**src/rtl/core/lkvt_pkg.sv**
```systemverilog
`default_nettype none

package lkvt_pkg;

   localparam int KEY_W     = 64;
   localparam int VAL_W     = 64;
   localparam int KEY_CHARS = 8;

   localparam logic FUNC_GET = 1'b0;
   localparam logic FUNC_SET = 1'b1;
   localparam logic TBL_FLAG = 1'b0;
   localparam logic TBL_WORD = 1'b1;

   typedef struct packed {
      logic             func;
      logic             table_sel;
      logic [KEY_W-1:0] key;
      logic [VAL_W-1:0] value;
   } req_item_type;

   typedef struct packed {
      logic [VAL_W-1:0] read_value;
      logic             found;
      logic             dropped;
   } rsp_item_type;

   // Sequencer steps
   typedef enum logic [2:0] {
      ST_IDLE,
      ST_SCAN,
      ST_HIT,
      ST_MISS,
      ST_EMIT
   } step_type;

   // Jump conditions
   typedef enum logic [2:0] {
      CND_NEVER,
      CND_ALWAYS,
      CND_REQ,
      CND_END,
      CND_HIT,
      CND_SLOT
   } cond_type;

   // Result to build in this step
   typedef enum logic [1:0] {
      RES_NONE,
      RES_HIT,
      RES_MISS
   } res_type;

   typedef struct packed {
      cond_type cond_a;
      step_type tgt_a;
      cond_type cond_b;
      step_type tgt_b;
      step_type tgt_else;
      logic     ready;
      logic     clr_idx;
      logic     inc_else;
      res_type  res_kind;
      logic     emit;
   } ucode_type;

   // Status of one table at the current scan slot
   typedef struct packed {
      logic at_end;
      logic hit;
      logic full;
   } store_stat_type;

   // Control from the sequencer to the datapath
   typedef struct packed {
      logic    capture;
      logic    emit;
      res_type res_kind;
      logic    wr;
      logic    append;
   } seq_ctl_type;

   // Control store: one word per step
   function automatic ucode_type ucode_rom(step_type s);
      ucode_type uc;
      uc.cond_a   = CND_NEVER;
      uc.tgt_a    = ST_IDLE;
      uc.cond_b   = CND_NEVER;
      uc.tgt_b    = ST_IDLE;
      uc.tgt_else = ST_IDLE;
      uc.ready    = 1'b0;
      uc.clr_idx  = 1'b0;
      uc.inc_else = 1'b0;
      uc.res_kind = RES_NONE;
      uc.emit     = 1'b0;
      unique case (s)
         ST_IDLE: begin
            uc.cond_a   = CND_REQ;
            uc.tgt_a    = ST_SCAN;
            uc.tgt_else = ST_IDLE;
            uc.ready    = 1'b1;
            uc.clr_idx  = 1'b1;
         end
         ST_SCAN: begin
            uc.cond_a   = CND_END;
            uc.tgt_a    = ST_MISS;
            uc.cond_b   = CND_HIT;
            uc.tgt_b    = ST_HIT;
            uc.tgt_else = ST_SCAN;
            uc.inc_else = 1'b1;
         end
         ST_HIT: begin
            uc.cond_a   = CND_ALWAYS;
            uc.tgt_a    = ST_EMIT;
            uc.res_kind = RES_HIT;
         end
         ST_MISS: begin
            uc.cond_a   = CND_ALWAYS;
            uc.tgt_a    = ST_EMIT;
            uc.res_kind = RES_MISS;
         end
         ST_EMIT: begin
            uc.cond_a   = CND_SLOT;
            uc.tgt_a    = ST_IDLE;
            uc.tgt_else = ST_EMIT;
            uc.emit     = 1'b1;
         end
         default: begin
            uc.cond_a = CND_ALWAYS;
            uc.tgt_a  = ST_IDLE;
         end
      endcase
      return uc;
   endfunction

   // Cut the key at its first zero byte and after nbytes characters
   function automatic logic [KEY_W-1:0] norm_key(logic [KEY_W-1:0] k, int nbytes);
      logic [KEY_W-1:0] r;
      logic             keep;
      r    = '0;
      keep = 1'b1;
      for (int i = 0; i < KEY_CHARS; i++) begin
         if (k[8*i +: 8] == 8'h00 || i >= nbytes) begin
            keep = 1'b0;
         end
         if (keep) begin
            r[8*i +: 8] = k[8*i +: 8];
         end
      end
      return r;
   endfunction

endpackage

`default_nettype wire

```
**src/rtl/core/lkvt_seq.sv**
```systemverilog
`default_nettype none

module lkvt_seq #(
   parameter int IDX_W = 7
) (
   input  wire logic                     clock,
   input  wire logic                     reset,
   input  wire logic                     req_valid,
   output logic                          req_stall,
   input  wire logic                     item_set,
   input  wire lkvt_pkg::store_stat_type stat,
   input  wire logic                     slot_free,
   output lkvt_pkg::seq_ctl_type         ctl,
   output logic      [IDX_W-1:0]         idx,
   output logic      [IDX_W-1:0]         idx_next
);

   lkvt_pkg::step_type  step_ff;
   lkvt_pkg::step_type  step_in;
   lkvt_pkg::ucode_type uc;
   logic [IDX_W-1:0]    idx_ff;
   logic [IDX_W-1:0]    idx_in;
   logic                take_a;
   logic                take_b;

   function automatic logic cond_met(lkvt_pkg::cond_type c, logic rv,
                                     lkvt_pkg::store_stat_type st, logic sf);
      logic r;
      unique case (c)
         lkvt_pkg::CND_NEVER:  r = 1'b0;
         lkvt_pkg::CND_ALWAYS: r = 1'b1;
         lkvt_pkg::CND_REQ:    r = rv;
         lkvt_pkg::CND_END:    r = st.at_end;
         lkvt_pkg::CND_HIT:    r = st.hit;
         lkvt_pkg::CND_SLOT:   r = sf;
         default:              r = 1'b0;
      endcase
      return r;
   endfunction

   // Fetch the control word of the current step
   assign uc = lkvt_pkg::ucode_rom(step_ff);

   // Next step: first jump, second jump, else fall through
   always_comb begin
      take_a = cond_met(uc.cond_a, req_valid, stat, slot_free);
      take_b = cond_met(uc.cond_b, req_valid, stat, slot_free);
      priority if (take_a) begin
         step_in = uc.tgt_a;
      end else if (take_b) begin
         step_in = uc.tgt_b;
      end else begin
         step_in = uc.tgt_else;
      end
   end

   // Scan index: clear on entry, advance while no jump is taken
   always_comb begin
      priority if (uc.clr_idx) begin
         idx_in = '0;
      end else if (uc.inc_else && !take_a && !take_b) begin
         idx_in = idx_ff + IDX_W'(1);
      end else begin
         idx_in = idx_ff;
      end
   end

   always_ff @(posedge clock) begin
      if (reset) begin
         step_ff <= lkvt_pkg::ST_IDLE;
         idx_ff  <= '0;
      end else begin
         step_ff <= step_in;
         idx_ff  <= idx_in;
      end
   end

   // Decode datapath control
   always_comb begin
      ctl.capture  = uc.ready && req_valid;
      ctl.emit     = uc.emit && slot_free;
      ctl.res_kind = uc.res_kind;
      ctl.wr       = item_set &&
                     (uc.res_kind == lkvt_pkg::RES_HIT ||
                      (uc.res_kind == lkvt_pkg::RES_MISS && !stat.full));
      ctl.append   = item_set && uc.res_kind == lkvt_pkg::RES_MISS && !stat.full;
      req_stall    = !uc.ready;
   end

   assign idx      = idx_ff;
   assign idx_next = idx_in;

endmodule

`default_nettype wire

```
**config.mk**
```make
export PLATFORM = sky130hd
export DESIGN_NAME = lkvt_seq
export DESIGN_NICKNAME = d
export VERILOG_FILES = /design/src/rtl/core/lkvt_pkg.sv /design/src/rtl/core/lkvt_seq.sv
export SDC_FILE = /design/constraint.sdc
export NUM_CORES = 1
export LEC_CHECK = 0
export BUFFER_PORTS_ARGS = -buffer_cell sky130_fd_sc_hd__buf_2
export CAP_MARGIN = 20
export CELL_PAD_IN_SITES_DETAIL_PLACEMENT = 1
export CELL_PAD_IN_SITES_GLOBAL_PLACEMENT = 2
export CORE_UTILIZATION = 26
export DETAILED_ROUTE_END_ITERATION = 10
export PLACE_DENSITY = 0.86
export SYNTH_ARGS = -nofsm -noshare
export SYNTH_HDL_FRONTEND = slang
export SYNTH_SLANG_ARGS = --single-unit
```
**constraint.sdc**
```tcl
create_clock -name clock -period 5.2 [get_ports clock]
set_clock_uncertainty 0.05 [all_clocks]
set_input_delay 1.04 -clock clock [delete_from_list [all_inputs] [get_ports clock]]
set_output_delay 1.04 -clock clock [all_outputs]
set_load 0.03 [all_outputs]
```
==> impl_metrics.env <==
export IMPL_tritoncts="done"
export IMPL_crit_type="input port to output pin"
export IMPL_critPathCaptureType="output pin"
export IMPL_drtIter0Drc=5
export IMPL_num_fill_cells=302
export IMPL_r2r_start="step_ff[0]$_SDFF_PP0_"
export IMPL_cp_start_kind="input port"
export IMPL_routed_wirelength_um=1680
export IMPL_cts_resized=0
export IMPL_hold_viol=0
export IMPL_cts_buffer_depth=2
export IMPL_num_rows=17
export IMPL_holdBufCountCts=0
export IMPL_pre_cts_ws_ns=1.56
export IMPL_hold_worst_slack_ns=0.488
export IMPL_first_global_vias=623
export IMPL_antenna_left=0
export IMPL_core_area_um2=2250
export IMPL_cp_cell_sequence="buf_2, or3b_2, or4_4, a21oi_1, buf_2"
export IMPL_synth_most_common_cell="a21oi_1"
export IMPL_grt_ovfl_total=0
export IMPL_crit_path_max_fanout=6
export IMPL_synthSimpleGateAreaFrac=0.395
export IMPL_yosysWarningCount=0
export IMPL_setup_viol=0
export IMPL_h_tree_depth=1
export IMPL_finalCoreUtilization=0.366
export IMPL_start_util=0.281
export IMPL_syn_nets=85
export IMPL_drive_gt1_frac=0.381
export IMPL_io_buffers=28
export IMPL_cts_setup_buffers=0
export IMPL_multi_input_area_um2=399
export IMPL_startpoint="stat[1]"
export IMPL_seq_power_share=0.434
export IMPL_clock_latency_ns=0.27
export IMPL_num_nets_final=115
export IMPL_endpoint="idx_next[6]"
export IMPL_hold_depth=2
export IMPL_synth_fa_ha_area_frac=0.0198
export IMPL_slowest_stage="or3b_2"
export IMPL_ys_types=31
export IMPL_power_mw=0.188
export IMPL_grt_pass1_wl_um=2780
export IMPL_timing_critical_path_mode_cell="buf_2"
export IMPL_synth_area_leaders="dfxtp_1 32%, a21oi_1 9.5%, mux2i_1 6.3%"
export IMPL_die_y_um=51.3
export IMPL_finalMaxSlewViolations=0
export IMPL_status="finished clean"
export IMPL_antenna_cells=0
export IMPL_p_per_area_nw_per_um2=227
export IMPL_ys_ff_latch=10
export IMPL_root_buffer="clkbuf_4"
export IMPL_cp_required_ns=4.11
export IMPL_cpPeakStageDelay_ns=0.53
export IMPL_power_net_switching_mw=0.0554
export IMPL_synth_compound_area_frac=0.152
export IMPL_cap_violations=0
export IMPL_die_w_um=51.3
export IMPL_rsz0062_at_grt="no"
export IMPL_fin_ws_ns=1.56
export IMPL_combPwrFrac=0.189
export IMPL_synth_area_leader_cell="dfxtp_1"
export IMPL_cts_made_buffers=3
export IMPL_io_pins=29
export IMPL_synth_edf_count=0
export IMPL_grt_antenna_before_repair=0
export IMPL_fin_tns_setup_ns=0
export IMPL_async_reset_ff_frac=0
export IMPL_relSlewSlack=0.578
export IMPL_synth_top_family_by_area="simple AND/OR/NAND/NOR gates"
export IMPL_r2r_cells=4
export IMPL_path_delay_family="simple AND/OR/NAND/NOR gates"
export IMPL_synthFlopType="dfxtp_1"
export IMPL_ys_top_cells_by_count="12 x a21oi_1, 10 x dfxtp_1, 7 x nand2_1"
export IMPL_syn_to_final_growth_pct=30.4
export IMPL_worstReg2RegEnd="idx[4]$_SDFF_PP0_"
export IMPL_swShare=0.296
export IMPL_grt_start_max_net_pins=14
export IMPL_max_freq_mhz=275
export IMPL_syn_inst=76
export IMPL_path_depth=5
export IMPL_synth_xor_area_frac=0
export IMPL_leakagePower_nw=0.348
export IMPL_worst_ep_arrival_time_ns=2.55
export IMPL_synth_top_area_share=0.316
export IMPL_cts_sinks=10
export IMPL_ir_drop_mv=0.160
export IMPL_period_share=0.700
export IMPL_ys_seq_area_frac=0.316
export IMPL_grt_total_usage=0.141
export IMPL_tightest_slew_ns=0.629
export IMPL_routedWlPerCell_um=12.6
export IMPL_synthMuxAreaShare=0.0632
export IMPL_die_area_um2=2640
export IMPL_viasPerCell=5.18
export IMPL_hp_class="flip-flop to flip-flop"
export IMPL_syn_area_um2=633
export IMPL_p_int_mw=0.132
export IMPL_min_period_ns=3.64
export IMPL_numPlacedInstances=129
export IMPL_postPlaceCellArea_um2=790
export IMPL_final_cells=133
export IMPL_place_gp_congestion=0.749
export IMPL_num_vias=689
export IMPL_hpwlAfterDp_um=1270
export IMPL_layout_area_seq_um2=200
export IMPL_fin_area_um2=826
export IMPL_drc_errors=0
export IMPL_crit_buf_inv=2
export IMPL_clk_pin_slew_ns=0.06
export IMPL_firstDrtPassIters=3
export IMPL_clkPwrFrac=0.376
export IMPL_r2r_setup_slack_ns=3.32
export IMPL_avgSynthCellArea_um2=8.33
-- cell families (layout without fill, tap and decap cells) --
group,after synthesis,in the layout
AO/OA/AOI/OAI,18,18
adder cells (fa/ha/maj),1,1
multiplexers,4,4
AND/OR/NAND/NOR,36,36
buffers and inverters,7,36
flip-flops,10,10
-- cell type report --
class,instances,share of cell area
clock buffers,4,0.0439
inverters,4,0.0182
multi-input cells,59,0.483
flip-flops and latches,10,0.242
well taps,28,0.0424
repair buffers,28,0.170
-- sequential cells by signal, summed over array words and instances, names as in the netlist --
name,cells
step_ff,3
idx,7
-- how the worst min path moves through the flow --
| stage | start | to | slack, ns |
|---|---|---|---|
| 2_1_floorplan | step_ff[2]$_SDFF_PP0_ | step_ff[0]$_SDFF_PP0_ | 0.45 |
| 3_3_place_gp | idx[6]$_SDFF_PP0_ | idx[6]$_SDFF_PP0_ | 0.45 |
| 3_5_place_dp | idx[6]$_SDFF_PP0_ | idx[6]$_SDFF_PP0_ | 0.48 |
| 4_1_cts | idx[6]$_SDFF_PP0_ | idx[6]$_SDFF_PP0_ | 0.49 |
| 5_1_grt | step_ff[2]$_SDFF_PP0_ | step_ff[0]$_SDFF_PP0_ | 0.53 |
| 6_report | idx[6]$_SDFF_PP0_ | idx[6]$_SDFF_PP0_ | 0.49 |
-- cell usage in the layout (no fill, tap or decap), types with 3 or more instances in the layout --
master | synthesis | routed
a21oi_1 | 12 | 12
buf_2 | 0 | 28
clkbuf_4 | 0 | 3
dfxtp_1 | 10 | 10
inv_1 | 3 | 3
mux2i_1 | 4 | 4
nand2_1 | 7 | 7
nand2b_1 | 3 | 3
nand3_1 | 3 | 3
o21ai_0 | 3 | 3
or3_1 | 5 | 5
-- power by group through the flow --
| stage | sequential (mW) | clock (mW) | combinational (mW) |
|---|---|---|---|
| 6_report | 0.0815 | 0.0706 | 0.0355 |
| 5_1_grt | 0.0820 | 0.0779 | 0.0392 |
| 4_1_cts | 0.0815 | 0.0725 | 0.0360 |
| 3_5_place_dp | 0.0833 | 0 | 0.0360 |
| 3_3_place_gp | 0.0832 | 0 | 0.0346 |
| 2_1_floorplan | 0.0815 | 0 | 0.0276 |
-- worst register-to-register path: cells and delay by family, from the launching register on --
family | cells | cell delay (ns)
buf+inv | 1 | 0.38
compound gates | 1 | 0.07
simple gates | 2 | 0.86
flops | 1 | 0.40
-- metal layers --
layer | up-vias | global-route usage | share of wire
li1 | 341 | - | -
met1 | 322 | 0.171 | 0.45
met2 | 26 | 0.246 | 0.48
met3 | 0 | 0.0595 | 0.077
met4 | 0 | 0 | 0
met5 | - | 0 | 0
No activity file was read; power rests on OpenSTA's default activity.
